===== src/rtl/sal_pkg.sv =====
// Types, codes and sizes shared by the list controller and datapath.
package sal_pkg;

	localparam int DEPTH = 64;
	localparam int AW    = $clog2(DEPTH);
	localparam int CW    = $clog2(DEPTH + 1);
	localparam int KW    = 32;
	localparam int PW    = 7;
	localparam int FW    = 3;
	localparam int SW    = 2;
	localparam int IW    = 6;

	localparam int IN_TDW  = 48;
	localparam int OUT_TDW = 48;

	localparam int IN_KEY_LSB = FW;
	localparam int IN_POS_LSB = FW + KW;

	typedef enum logic [FW-1:0] {
		FUNC_INSERT  = 3'd0,
		FUNC_DELETE  = 3'd1,
		FUNC_LSEARCH = 3'd2,
		FUNC_BSEARCH = 3'd3,
		FUNC_READ    = 3'd4,
		FUNC_CLEAR   = 3'd5
	} func_t;

	typedef enum logic [SW-1:0] {
		ST_OK        = 2'd0,
		ST_RANGE     = 2'd1,
		ST_NOT_FOUND = 2'd2
	} status_t;

	typedef enum logic [3:0] {
		S_IDLE,
		S_DISP,
		S_INS_RD,
		S_INS_WR,
		S_INS_PUT,
		S_SCAN_RD,
		S_SCAN_CHK,
		S_DEL_RD,
		S_DEL_WR,
		S_BIN_RD,
		S_BIN_CHK,
		S_RD_RD,
		S_RD_CHK,
		S_FIN
	} state_t;

	typedef enum logic [2:0] {
		ADDR_IDX,
		ADDR_IDX_M1,
		ADDR_IDX_P1,
		ADDR_MID,
		ADDR_POS
	} addr_sel_t;

	typedef enum logic {
		WD_RDATA,
		WD_KEY
	} wd_sel_t;

	typedef struct packed {
		logic      load;
		logic      idx_cnt;
		logic      idx_clr;
		logic      idx_inc;
		logic      idx_dec;
		logic      idx_mid;
		logic      bin_init;
		logic      lo_up;
		logic      hi_dn;
		logic      rd_en;
		addr_sel_t rsel;
		logic      wr_en;
		wd_sel_t   wsel;
		logic      cnt_inc;
		logic      cnt_dec;
		logic      cnt_clr;
		logic      res_set;
		status_t   res_status;
		logic      res_fidx;
		logic      res_rval;
		logic      out_load;
	} sal_cmd_t;

	typedef struct packed {
		func_t func;
		logic  ins_ok;
		logic  idx_gt_pos;
		logic  idx_lt_cnt;
		logic  pos_lt_cnt;
		logic  lo_le_hi;
		logic  key_eq;
		logic  key_lt;
		logic  out_free;
	} sal_stat_t;

endpackage


===== src/rtl/sequential_array_list.sv =====
// Top level of the packed signed-key list with insert, delete, search and read.
//
// Input channel (s_*): one item per operation; func selects insert, delete by key,
// linear search, binary search, read or clear, with key and position beside it.
// Output channel (m_*): exactly one result item per input item, in order, carrying
// status, found index, read value and the live count after the operation.
// Entries sit in a 64 x 32 RAM with one write and one registered read port; the
// controller walks it one entry per step. Clear, a bad code and a refused insert
// finish without touching the RAM; a linear search probes entries in order, a
// binary search makes at most 7 probes at 64 entries, an insert moves each entry
// above the position up, and a delete first scans as above and then moves each
// later entry down.
// One item is worked on at a time; s_tready is high only when the block is idle.
// The finished result waits in an output register, so the next item is accepted
// while the receiver stalls; work then holds at the end until that register frees.
// Reset clears the live count and the output valid; entries keep their contents
// (only slots below the count are ever read).
module sequential_array_list (
	input  logic                        clk,
	input  logic                        arst_n,
	input  logic                        s_tvalid,
	output logic                        s_tready,
	// func [2:0], key [34:3], position [41:35], zero [47:42]
	input  logic [sal_pkg::IN_TDW-1:0]  s_tdata,
	output logic                        m_tvalid,
	input  logic                        m_tready,
	// status [1:0], found_index [7:2], read_value [39:8], entry_count [46:40], zero [47]
	output logic [sal_pkg::OUT_TDW-1:0] m_tdata
);

	import sal_pkg::*;

	sal_cmd_t  cmd;
	sal_stat_t stat;

	// Sequence each operation.
	sal_ctrl u_ctrl (
		.clk      (clk),
		.arst_n   (arst_n),
		.s_tvalid (s_tvalid),
		.s_tready (s_tready),
		.stat     (stat),
		.cmd      (cmd)
	);

	// Hold operands, count, RAM and result register.
	sal_dp u_dp (
		.clk      (clk),
		.arst_n   (arst_n),
		.s_tdata  (s_tdata),
		.m_tvalid (m_tvalid),
		.m_tready (m_tready),
		.m_tdata  (m_tdata),
		.cmd      (cmd),
		.stat     (stat)
	);

endmodule


===== src/rtl/sal_ram.sv =====
// Generic single-write, single-read RAM with registered read data.
module sal_ram #(
	parameter int WIDTH = 32,
	parameter int DEPTH = 64
) (
	input  logic                     clk,
	input  logic                     we,
	input  logic [$clog2(DEPTH)-1:0] waddr,
	input  logic [WIDTH-1:0]         wdata,
	input  logic                     re,
	input  logic [$clog2(DEPTH)-1:0] raddr,
	output logic [WIDTH-1:0]         rdata
);

	logic [WIDTH-1:0] mem [DEPTH];

	always_ff @(posedge clk) begin
		if (we) begin
			mem[waddr] <= wdata;
		end
		if (re) begin
			rdata <= mem[raddr];
		end
	end

endmodule


===== src/rtl/sal_ctrl.sv =====
// Controller state machine that sequences each list operation.
module sal_ctrl (
	input  logic               clk,
	input  logic               arst_n,
	input  logic               s_tvalid,
	output logic               s_tready,
	input  sal_pkg::sal_stat_t stat,
	output sal_pkg::sal_cmd_t  cmd
);

	import sal_pkg::*;

	state_t state_q;
	state_t state_d;

	always_ff @(posedge clk or negedge arst_n) begin
		if (!arst_n) begin
			state_q <= S_IDLE;
		end else begin
			state_q <= state_d;
		end
	end

	always_comb begin
		state_d = state_q;
		unique case (state_q)
			S_IDLE:     if (s_tvalid) state_d = S_DISP;
			S_DISP: begin
				unique case (stat.func)
					FUNC_INSERT:  state_d = stat.ins_ok ? S_INS_RD : S_FIN;
					FUNC_DELETE,
					FUNC_LSEARCH: state_d = S_SCAN_RD;
					FUNC_BSEARCH: state_d = S_BIN_RD;
					FUNC_READ:    state_d = S_RD_RD;
					default:      state_d = S_FIN;
				endcase
			end
			S_INS_RD:   state_d = stat.idx_gt_pos ? S_INS_WR : S_INS_PUT;
			S_INS_WR:   state_d = S_INS_RD;
			S_INS_PUT:  state_d = S_FIN;
			S_SCAN_RD:  state_d = stat.idx_lt_cnt ? S_SCAN_CHK : S_FIN;
			S_SCAN_CHK: begin
				if (!stat.key_eq) begin
					state_d = S_SCAN_RD;
				end else if (stat.func == FUNC_DELETE) begin
					state_d = S_DEL_RD;
				end else begin
					state_d = S_FIN;
				end
			end
			S_DEL_RD:   state_d = stat.idx_lt_cnt ? S_DEL_WR : S_FIN;
			S_DEL_WR:   state_d = S_DEL_RD;
			S_BIN_RD:   state_d = stat.lo_le_hi ? S_BIN_CHK : S_FIN;
			S_BIN_CHK:  state_d = stat.key_eq ? S_FIN : S_BIN_RD;
			S_RD_RD:    state_d = stat.pos_lt_cnt ? S_RD_CHK : S_FIN;
			S_RD_CHK:   state_d = S_FIN;
			S_FIN:      if (stat.out_free) state_d = S_IDLE;
			default:    state_d = S_IDLE;
		endcase
	end

	always_comb begin
		cmd      = '0;
		s_tready = 1'b0;
		unique case (state_q)
			S_IDLE: begin
				s_tready = 1'b1;
				cmd.load = s_tvalid;
			end
			S_DISP: begin
				unique case (stat.func)
					FUNC_INSERT: begin
						cmd.idx_cnt    = stat.ins_ok;
						cmd.res_set    = !stat.ins_ok;
						cmd.res_status = ST_RANGE;
					end
					FUNC_DELETE,
					FUNC_LSEARCH: cmd.idx_clr = 1'b1;
					FUNC_BSEARCH: cmd.bin_init = 1'b1;
					FUNC_READ: ;
					FUNC_CLEAR: begin
						cmd.cnt_clr    = 1'b1;
						cmd.res_set    = 1'b1;
						cmd.res_status = ST_OK;
					end
					default: begin
						cmd.res_set    = 1'b1;
						cmd.res_status = ST_RANGE;
					end
				endcase
			end
			S_INS_RD: begin
				cmd.rd_en = stat.idx_gt_pos;
				cmd.rsel  = ADDR_IDX_M1;
			end
			S_INS_WR: begin
				cmd.wr_en   = 1'b1;
				cmd.wsel    = WD_RDATA;
				cmd.idx_dec = 1'b1;
			end
			S_INS_PUT: begin
				cmd.wr_en      = 1'b1;
				cmd.wsel       = WD_KEY;
				cmd.cnt_inc    = 1'b1;
				cmd.res_set    = 1'b1;
				cmd.res_status = ST_OK;
			end
			S_SCAN_RD: begin
				cmd.rd_en      = stat.idx_lt_cnt;
				cmd.rsel       = ADDR_IDX;
				cmd.res_set    = !stat.idx_lt_cnt;
				cmd.res_status = ST_NOT_FOUND;
			end
			S_SCAN_CHK: begin
				if (!stat.key_eq) begin
					cmd.idx_inc = 1'b1;
				end else if (stat.func == FUNC_DELETE) begin
					cmd.cnt_dec = 1'b1;
				end else begin
					cmd.res_set    = 1'b1;
					cmd.res_status = ST_OK;
					cmd.res_fidx   = 1'b1;
				end
			end
			S_DEL_RD: begin
				cmd.rd_en      = stat.idx_lt_cnt;
				cmd.rsel       = ADDR_IDX_P1;
				cmd.res_set    = !stat.idx_lt_cnt;
				cmd.res_status = ST_OK;
			end
			S_DEL_WR: begin
				cmd.wr_en   = 1'b1;
				cmd.wsel    = WD_RDATA;
				cmd.idx_inc = 1'b1;
			end
			S_BIN_RD: begin
				cmd.rd_en      = stat.lo_le_hi;
				cmd.rsel       = ADDR_MID;
				cmd.idx_mid    = stat.lo_le_hi;
				cmd.res_set    = !stat.lo_le_hi;
				cmd.res_status = ST_NOT_FOUND;
			end
			S_BIN_CHK: begin
				cmd.res_set    = stat.key_eq;
				cmd.res_status = ST_OK;
				cmd.res_fidx   = 1'b1;
				cmd.lo_up      = !stat.key_eq && stat.key_lt;
				cmd.hi_dn      = !stat.key_eq && !stat.key_lt;
			end
			S_RD_RD: begin
				cmd.rd_en      = stat.pos_lt_cnt;
				cmd.rsel       = ADDR_POS;
				cmd.res_set    = !stat.pos_lt_cnt;
				cmd.res_status = ST_RANGE;
			end
			S_RD_CHK: begin
				cmd.res_set    = 1'b1;
				cmd.res_status = ST_OK;
				cmd.res_rval   = 1'b1;
			end
			S_FIN:    cmd.out_load = stat.out_free;
			default: ;
		endcase
	end

endmodule


===== src/rtl/sal_dp.sv =====
// Datapath: operand, index, count and result registers around the entry RAM.
module sal_dp (
	input  logic                         clk,
	input  logic                         arst_n,
	input  logic [sal_pkg::IN_TDW-1:0]   s_tdata,
	output logic                         m_tvalid,
	input  logic                         m_tready,
	output logic [sal_pkg::OUT_TDW-1:0]  m_tdata,
	input  sal_pkg::sal_cmd_t            cmd,
	output sal_pkg::sal_stat_t           stat
);

	import sal_pkg::*;

	func_t             func_q;
	logic [KW-1:0]     key_q;
	logic [PW-1:0]     pos_q;
	logic [CW-1:0]     count_q;
	logic [CW-1:0]     idx_q;
	logic signed [CW:0] lo_q;
	logic signed [CW:0] hi_q;
	status_t           res_stat_q;
	logic [IW-1:0]     res_fidx_q;
	logic [KW-1:0]     res_rval_q;
	logic              out_valid_q;
	logic [OUT_TDW-1:0] out_data_q;

	logic [CW+1:0]     mid_sum;
	logic [AW-1:0]     mid_w;
	logic [AW-1:0]     raddr;
	logic [KW-1:0]     wdata;
	logic [KW-1:0]     rdata;

	assign mid_sum = {lo_q[CW], lo_q} + {hi_q[CW], hi_q};
	assign mid_w   = mid_sum[AW:1];

	always_comb begin
		case (cmd.rsel)
			ADDR_IDX:    raddr = idx_q[AW-1:0];
			ADDR_IDX_M1: raddr = AW'(idx_q - CW'(1));
			ADDR_IDX_P1: raddr = AW'(idx_q + CW'(1));
			ADDR_MID:    raddr = mid_w;
			default:     raddr = pos_q[AW-1:0];
		endcase
	end

	assign wdata = (cmd.wsel == WD_KEY) ? key_q : rdata;

	sal_ram #(
		.WIDTH (KW),
		.DEPTH (DEPTH)
	) u_ram (
		.clk   (clk),
		.we    (cmd.wr_en),
		.waddr (idx_q[AW-1:0]),
		.wdata (wdata),
		.re    (cmd.rd_en),
		.raddr (raddr),
		.rdata (rdata)
	);

	// Operands and work registers need no reset.
	always_ff @(posedge clk) begin
		if (cmd.load) begin
			func_q <= func_t'(s_tdata[FW-1:0]);
			key_q  <= s_tdata[IN_KEY_LSB +: KW];
			pos_q  <= s_tdata[IN_POS_LSB +: PW];
		end
		if (cmd.idx_cnt) begin
			idx_q <= count_q;
		end else if (cmd.idx_clr) begin
			idx_q <= '0;
		end else if (cmd.idx_inc) begin
			idx_q <= idx_q + CW'(1);
		end else if (cmd.idx_dec) begin
			idx_q <= idx_q - CW'(1);
		end else if (cmd.idx_mid) begin
			idx_q <= CW'(mid_w);
		end
		if (cmd.bin_init) begin
			lo_q <= '0;
			hi_q <= $signed({1'b0, count_q}) - $signed((CW+1)'(1));
		end else if (cmd.lo_up) begin
			lo_q <= $signed({1'b0, idx_q} + (CW+1)'(1));
		end else if (cmd.hi_dn) begin
			hi_q <= $signed({1'b0, idx_q} - (CW+1)'(1));
		end
		if (cmd.res_set) begin
			res_stat_q <= cmd.res_status;
			res_fidx_q <= cmd.res_fidx ? IW'(idx_q) : '0;
			res_rval_q <= cmd.res_rval ? rdata : '0;
		end
		if (cmd.out_load) begin
			out_data_q <= {1'b0, count_q, res_rval_q, res_fidx_q, res_stat_q};
		end
	end

	always_ff @(posedge clk or negedge arst_n) begin
		if (!arst_n) begin
			count_q     <= '0;
			out_valid_q <= 1'b0;
		end else begin
			if (cmd.cnt_clr) begin
				count_q <= '0;
			end else if (cmd.cnt_inc) begin
				count_q <= count_q + CW'(1);
			end else if (cmd.cnt_dec) begin
				count_q <= count_q - CW'(1);
			end
			if (cmd.out_load) begin
				out_valid_q <= 1'b1;
			end else if (m_tready) begin
				out_valid_q <= 1'b0;
			end
		end
	end

	assign stat.func       = func_q;
	assign stat.ins_ok     = (count_q < CW'(DEPTH)) && (pos_q <= count_q);
	assign stat.idx_gt_pos = idx_q > pos_q;
	assign stat.idx_lt_cnt = idx_q < count_q;
	assign stat.pos_lt_cnt = pos_q < count_q;
	assign stat.lo_le_hi   = lo_q <= hi_q;
	assign stat.key_eq     = rdata == key_q;
	assign stat.key_lt     = $signed(rdata) < $signed(key_q);
	assign stat.out_free   = !out_valid_q || m_tready;

	assign m_tvalid = out_valid_q;
	assign m_tdata  = out_data_q;

endmodule


===== config.mk =====
export PLATFORM = sky130hd
export DESIGN_NAME = sequential_array_list
export DESIGN_NICKNAME = d
export VERILOG_FILES = /design/src/rtl/sal_pkg.sv /design/src/rtl/sequential_array_list.sv /design/src/rtl/sal_ram.sv /design/src/rtl/sal_ctrl.sv /design/src/rtl/sal_dp.sv
export SDC_FILE = /design/constraint.sdc
export NUM_CORES = 2
export LEC_CHECK = 0
export BUFFER_PORTS_ARGS = -buffer_cell sky130_fd_sc_hd__buf_4
export CORE_ASPECT_RATIO = 1.1
export CORE_MARGIN = 5
export CORE_UTILIZATION = 53
export CTS_BUF_LIST = sky130_fd_sc_hd__clkbuf_8
export DETAILED_ROUTE_END_ITERATION = 16
export GPL_TIMING_DRIVEN = 1
export PLACE_DENSITY = 0.71
export SLEW_MARGIN = 20
export SYNTH_ARGS = -nofsm -noshare
export SYNTH_HDL_FRONTEND = slang
export SYNTH_SLANG_ARGS = --single-unit

===== constraint.sdc =====
create_clock -name clk -period 4.9 [get_ports clk]
set_input_delay 0.98 -clock clk [delete_from_list [all_inputs] [get_ports clk]]
set_output_delay 0.98 -clock clk [all_outputs]
set_load 0.1 [all_outputs]

* Word level (Yosys, flattened, before mapping)
Memories as Yosys holds them, arrays and structs flattened. A register that Yosys moved wholly into a read port is not among the register bits.
Index checks and enable logic that the tools add are counted.
** Word-level totals
- Register bits :: 164
- Input port bits :: 52
- Memories kept :: 1
- Bits in writable memories :: 2048
- Output and inout port bits :: 50
- Logic and storage cells :: 135
** Cells by class
- Magnitude comparators :: 7
- Multiplexer cells :: 57
- Reductions and logical operators :: 24
- $add $sub $neg :: 8
- Eq/ne operators :: 25
** Memory list
- u_dp.u_ram.mem :: depth 64, width 32, rd ports 1, clocked after Yosys merged registers in 1, wr ports 1, RTL line sal_ram.sv:15 : logic [WIDTH-1:0] mem [DEPTH];
** Operators by type and width (number)
- $mux W7 :: 8
- $pmux W4 S13 :: 1
- $eq A32 B32 Y1 :: 1
- $lt A32 B32 Y1 :: 1
- $mux W32 :: 1
- $mux W4 :: 8
- $eq A4 B4 Y1 const B :: 6
- $mux W8 :: 3
- $pmux W3 S8 :: 1
- $pmux W6 S4 :: 1
- $mux W1 :: 22
- $pmux W4 S5 :: 1
- $eq A4 B3 Y1 const B :: 4
- $pmux W4 S4 :: 1
- $sub A7 B1 Y8 const B :: 2
- $add A7 B1 Y7 const B :: 2
- $lt A7 B7 Y1 :: 2
- $sub A7 B1 Y7 const B :: 2
- $eq A3 B2 Y1 const B :: 4
- $mux W3 :: 4
- $pmux W3 S3 :: 1
- $add A7 B1 Y8 const B :: 1
- $eq A4 B2 Y1 const B :: 2
- $le A8 B8 Y1 :: 1
- 23 further kinds :: 41

* Depth between registers and ports, before layout
- Word-level depth :: 7
- Gate-level depth with buffers :: 16
- Gate-level depth less buffers :: 13

* Modules after synthesis
Synthesis repeated with hierarchy kept, for this count alone.
** Unflattened totals
- Cell total of the unflattened synthesis :: 4154
- Area total of the unflattened synthesis :: 88114.5 µm²
** By module, submodules not included
- sal_ram :: cells an instance 3324, area an instance 78835.6 µm², instances 1, sequential area each 62459.9 µm²
- sal_dp :: cells an instance 712, area an instance 8509.4 µm², instances 1, sequential area each 4684.5 µm²
- sal_ctrl :: cells an instance 118, area an instance 769.5 µm², instances 1, sequential area each 100.1 µm²

* Worst setup path before layout
No wires, ideal clock.
- Kind :: input port to flip-flop
- Start :: in m_tready
- End :: reg u_dp.out_data_q[0], in the netlist u_dp.m_tdata[0] (enable)
- Library setup time :: 0.520 ns
- Path buffers :: 0
- Setup slack :: -0.252 ns
- Stages on the path :: 2
- Data required time :: 4.380 ns
- Arrival :: 4.632 ns
- Cell sequence :: nand2b_1 nor3b_1
** RTL lines
- start: declaration :: RTL line sequential_array_list.sv:26 : input logic m_tready,
- end signal: assignment :: RTL line sal_dp.sv:94 : out_data_q <= {1'b0, count_q, res_rval_q, res_fidx_q, res_stat_q};
- end: declaration :: RTL line sal_dp.sv:26 : logic [OUT_TDW-1:0] out_data_q;

* Worst setup path in the final report
- Start :: reg u_dp.hi_q[0]
- End :: reg u_dp.u_ram.rdata[19] (read register of u_dp.u_ram.mem), data pin
** On the way
- Cells in the longest elaborated chain, start to end :: 2
- Elaborated cells on any way between the ends :: 4
- Those cells by class :: add/sub (1); order compare (1); mux (2)
** Ends and longest elaborated chain
- start: declaration :: RTL line sal_dp.sv:21 : logic signed [CW:0] hi_q;
- start signal: assignment :: RTL line sal_dp.sv:82 : hi_q <= $signed({1'b0, count_q}) - $signed((CW+1)'(1));
- start signal: assignment :: RTL line sal_dp.sv:86 : hi_q <= $signed({1'b0, idx_q} - (CW+1)'(1));
- $add A7 B7 Y7 or $le A8 B8 Y1 (tied branches) :: RTL line sal_dp.sv:34, sal_dp.sv:123
- $pmux W6 S4 or $pmux W4 S5 (tied branches) :: RTL line sal_dp.sv:38, sal_ctrl.sv:65
- end: declaration :: RTL line sal_ram.sv:12 : output logic [WIDTH-1:0] rdata
Parallel ways exist; a longest one is shown, timed or not.
A chain may end at the register's enable or synchronous reset.

==> summary.txt <==
Timing
  – Final WS setup: about 0.17 ns
  – Hold Vio Cnt, Final: 0
  – RSZ-0062 raised after global routing: no
  – Setup violations, final: 0
  – Period utilisation layout: 96.6%
  – Fmax: 211 MHz
  – Max-slew violations: 0
  – Min cycle time layout: approximately 4.7 ns
  – Final Skew: 0.102 ns
  – Slew headroom: 16.4%
  – Worst-Margin Slew: approximately 1.3 ns

Floorplan
  – I/O pins: between 100 and 150
  – Standard-cell rows: 159
  – Initial core utilization: a little over half
  – Core ar.: 171000 sq um
  – Die Y: 445 microns
  – Die W: 406 microns
  – Full die area: 181000 sq um

Detailed routing
  – DR DRC count: 0
  – Vias per cell: 6.15
  – Initial drt markers: 8352
  – Final WL: between 200 and 300 mm
  – Vias: 60687
  – Detailed Routing Iterations Pass 1: 6
  – Wirelength per Cell: around 26 microns
  – Final ANT Viol Nets: 0

Setup path
  – Reg2reg start: u_dp.hi_q[0]$_DFFE_PP_
  – Reg2Reg Setup Slack: 0.17 ns
  – Launching element type of the critical path: flop
  – Worst setup EP type: flop
  – CP required: 5.82 ns
  – Worst-path maximum fanout: 27
  – Reg2reg end: u_dp.u_ram.rdata[19]$_DFFE_PP_
  – R2R depth: 12
  – Crit Path Class: reg -> reg
  – Crit path DAT: 5.65 ns
  – Critical path origin: u_dp.hi_q[0]$_DFFE_PP_

Status
  – Status: finished clean

Synth
  – Netlist Area Pre-Place: 91300 sq um
  – Async SR Flop Fraction: 0.535%
  – Syn nets: 7127
  – Post-synthesis register bit count: between 2000 and 2500
  – Cell type with the highest aggregate area in the netlist: edfxtp_1
  – Sequential cell area fraction in the yosys report: 73.7%
  – Yosys Warn Count: 0
  – Mapped Avg Cell Area: 13.0 sq um
  – EDFF count, synth: 2224
  – Post-synth cell types: 67
  – Area share of the largest cell type after synthesis: around 73%
  – Post-synth top flop: edfxtp_1
  – Synth area leaders: edfxtp_1, nand2_1, nand3_1
  – Synth Instances: 6999

Global route
  – M2 GR Usage: 42.1%
  – Initial antenna violation count: 19
  – GRT overflow: 0
  – Vias in the first global route: 58220
  – Global-route wire length before repair: ~370 mm
  – Met3 usage: under 10%
  – Busiest grt layer: met2
  – Gr usage total: between 20% and 30%
  – Largest net degree at the start of global routing: 125
  – Met1 Use GR: a little under two fifths

Worst hold path
  – Hold path startpoint: s_tdata[41]
  – HP Class: in -> reg
  – Depth of the worst hold-timing path: 1
  – WHS Endpoint: u_dp.pos_q[6]$_DFFE_PP_

Placement
  – Dpl cells: 9252
  – GP Congestion: 0.930
  – Pre-CTS setup slack: -0.0432 ns
  – Count of input and output buffers: 94
  – DP Wirelength: 150 mm

Final layout
  – Share of post-route cells with drive strength above 1: 13.4%
  – NumNets Final: about 7500
  – Synth-to-layout area growth: 13.5%
  – Final std cells w/o fill: 9864
  – FILL cells: 12766
  – Final Util: between 60% and 70%

Clocking
  – Clock latency on the worst-skew pair: 1.07 ns
  – CTS tree: built
  – Clock transition at path regs: 0.06 ns
  – CTS sink count: 2244
  – H-tree levels: 5
  – Root Buffer Master: clkbuf_8
  – Cts bufs inserted: 348
  – Clock buffer depth: 4

Run
  – Max_cap viols: 0
==> sequential cells by signal, summed over array words and instances (netlist names) <==
| signal | cells |
|---|---|
| u_ctrl.state_q | 4 |
| u_dp.count_q | 7 |
| u_dp.func_q | 3 |
| u_dp.hi_q | 8 |
| u_dp.idx_q | 7 |
| u_dp.key_q | 32 |
| u_dp.lo_q | 8 |
| u_dp.m_tdata | 47 |
| u_dp.m_tvalid | 1 |
| u_dp.pos_q | 7 |
| u_dp.res_fidx_q | 6 |
| u_dp.res_rval_q | 32 |
| u_dp.res_stat_q | 2 |
| u_dp.u_ram.mem | 2048 |
| u_dp.u_ram.rdata | 32 |
==> through the flow <==
| step | setup TNS, ns | hold WS (ns) | area, sq um |
|---|---|---|---|
| after floorplan | 0 | 0.400 | 91300 |
| after global placement | -0.0147 | 0.403 | 97200 |
| after detailed placement | -0.0432 | 0.405 | 97200 |
| after CTS | 0 | 0.00279 | 104000 |
| after global routing | 0 | 0.0296 | 104000 |
| final | 0 | 0.115 | 104000 |
==> cells in the mapped netlist (14+ instances only) <==
| cell | instances |
|---|---|
| a2111oi_0 | 36 |
| a21o_1 | 18 |
| a21oi_1 | 52 |
| a22oi_1 | 65 |
| a311o_1 | 95 |
| a311oi_1 | 158 |
| a31oi_1 | 161 |
| and2_1 | 36 |
| and3_1 | 382 |
| buf_1 | 51 |
| buf_2 | 107 |
| clkbuf_1 | 298 |
| edfxtp_1 | 2224 |
| ha_1 | 74 |
| inv_1 | 72 |
| mux2_2 | 33 |
| mux2i_1 | 27 |
| nand2_1 | 2093 |
| nand3_1 | 626 |
| nand4_1 | 14 |
| nor2_1 | 129 |
| nor2b_1 | 14 |
| nor3_1 | 32 |
| o21a_1 | 14 |
| o21ai_0 | 33 |
| xnor2_1 | 14 |
==> routing by layer <==
metal | vias to the layer above | share of wire, %
met5 | - | 0.016
met2 | 3585 | 45
met3 | 513 | 12
met4 | 6 | 4.9
li1 | 26579 | -
met1 | 30004 | 37
==> worst max-delay path: stages (launching register included) <==
cell and delay [ns]:
edfxtp_1 0.41, ha_1 0.25, fa_1 0.40, xor2_1 0.39, nor2_1 0.08, o21a_1 0.24, o32a_2 0.56, buf_12 0.25
and3_1 0.18, a311o_1 0.32, and3_1 0.26, a2111oi_2 0.98, and3_1 0.27
==> cell usage in the layout, fill, tap and decap left out, types with 27 or more instances in the layout <==
cell and count:
inv_1 171, and3_1 381, nand2_1 2092, mux2_2 28, buf_4 393, clkbuf_8 355, o21ai_0 30, a311oi_1 158
a21oi_1 52, nand3_1 626, and2_1 35, a22oi_1 65, nor2_1 64, edfxtp_1 2224, mux2i_1 27, ha_1 74
clkinv_1 74, a31oi_1 161, clkinv_2 43, buf_12 71, a311o_1 95, nor2_4 64, nor3_1 29
==> cells by family (layout without fill, tap and decap cells) <==
| family | Yosys count | count (layout) | synth area share [%] |
|---|---|---|---|
| xor gates and xnor gates | 19 | 19 | 0.182 |
| other | 1 | 6 | 0.00411 |
| muxes | 60 | 60 | 0.703 |
| buffers and inverters | 536 | 1142 | 2.40 |
| and+or+nand+nor | 3379 | 3379 | 16.2 |
| DFF | 2244 | 2244 | 73.7 |
| AOI/OAI and AO/OA | 684 | 684 | 5.75 |
| adders and majority gates | 76 | 76 | 1.06 |
==> repair_timing <==
action | 4_1_cts | 5_1_grt
setup buffers | 0 | 2
pin swaps | 0 | 1
endpoints found under the hold margin | 28 | 0
endpoints found under the setup margin | 1 | 5
gates resized for setup | 1 | 1
hold buffers | 17 | 0
==> area by class of cell <==
| class | count | area [sq um] | area share, % |
|---|---|---|---|
| inverters | 73 | 274 | 0.265 |
| well taps | 2254 | 2820 | 2.72 |
| multi-input cells | 4219 | 22500 | 21.8 |
| diodes | 5 | 12.5 | 0.0121 |
| repair buffers | 481 | 4540 | 4.39 |
| clock inverters | 233 | 1250 | 1.21 |
| flip-flops and latches | 2244 | 67200 | 64.9 |
| clock buffers | 355 | 4890 | 4.72 |
==> worst max path at each step <==
stage	slack, ns	to	cells after the start
global route	0.02	u_dp.u_ram.rdata[10]$_DFFE_PP_	15
detailed placement	-0.04	u_dp.u_ram.rdata[10]$_DFFE_PP_	14
CTS	0.04	u_dp.u_ram.rdata[10]$_DFFE_PP_	12
finish	0.17	u_dp.u_ram.rdata[19]$_DFFE_PP_	12
floorplan	0.24	u_dp.u_ram.rdata[0]$_DFFE_PP_	10
global placement	-0.01	u_dp.u_ram.rdata[10]$_DFFE_PP_	14
Power is not shown: default switching activity piles up to over one toggle a cycle in this logic, so the estimate is an artifact.
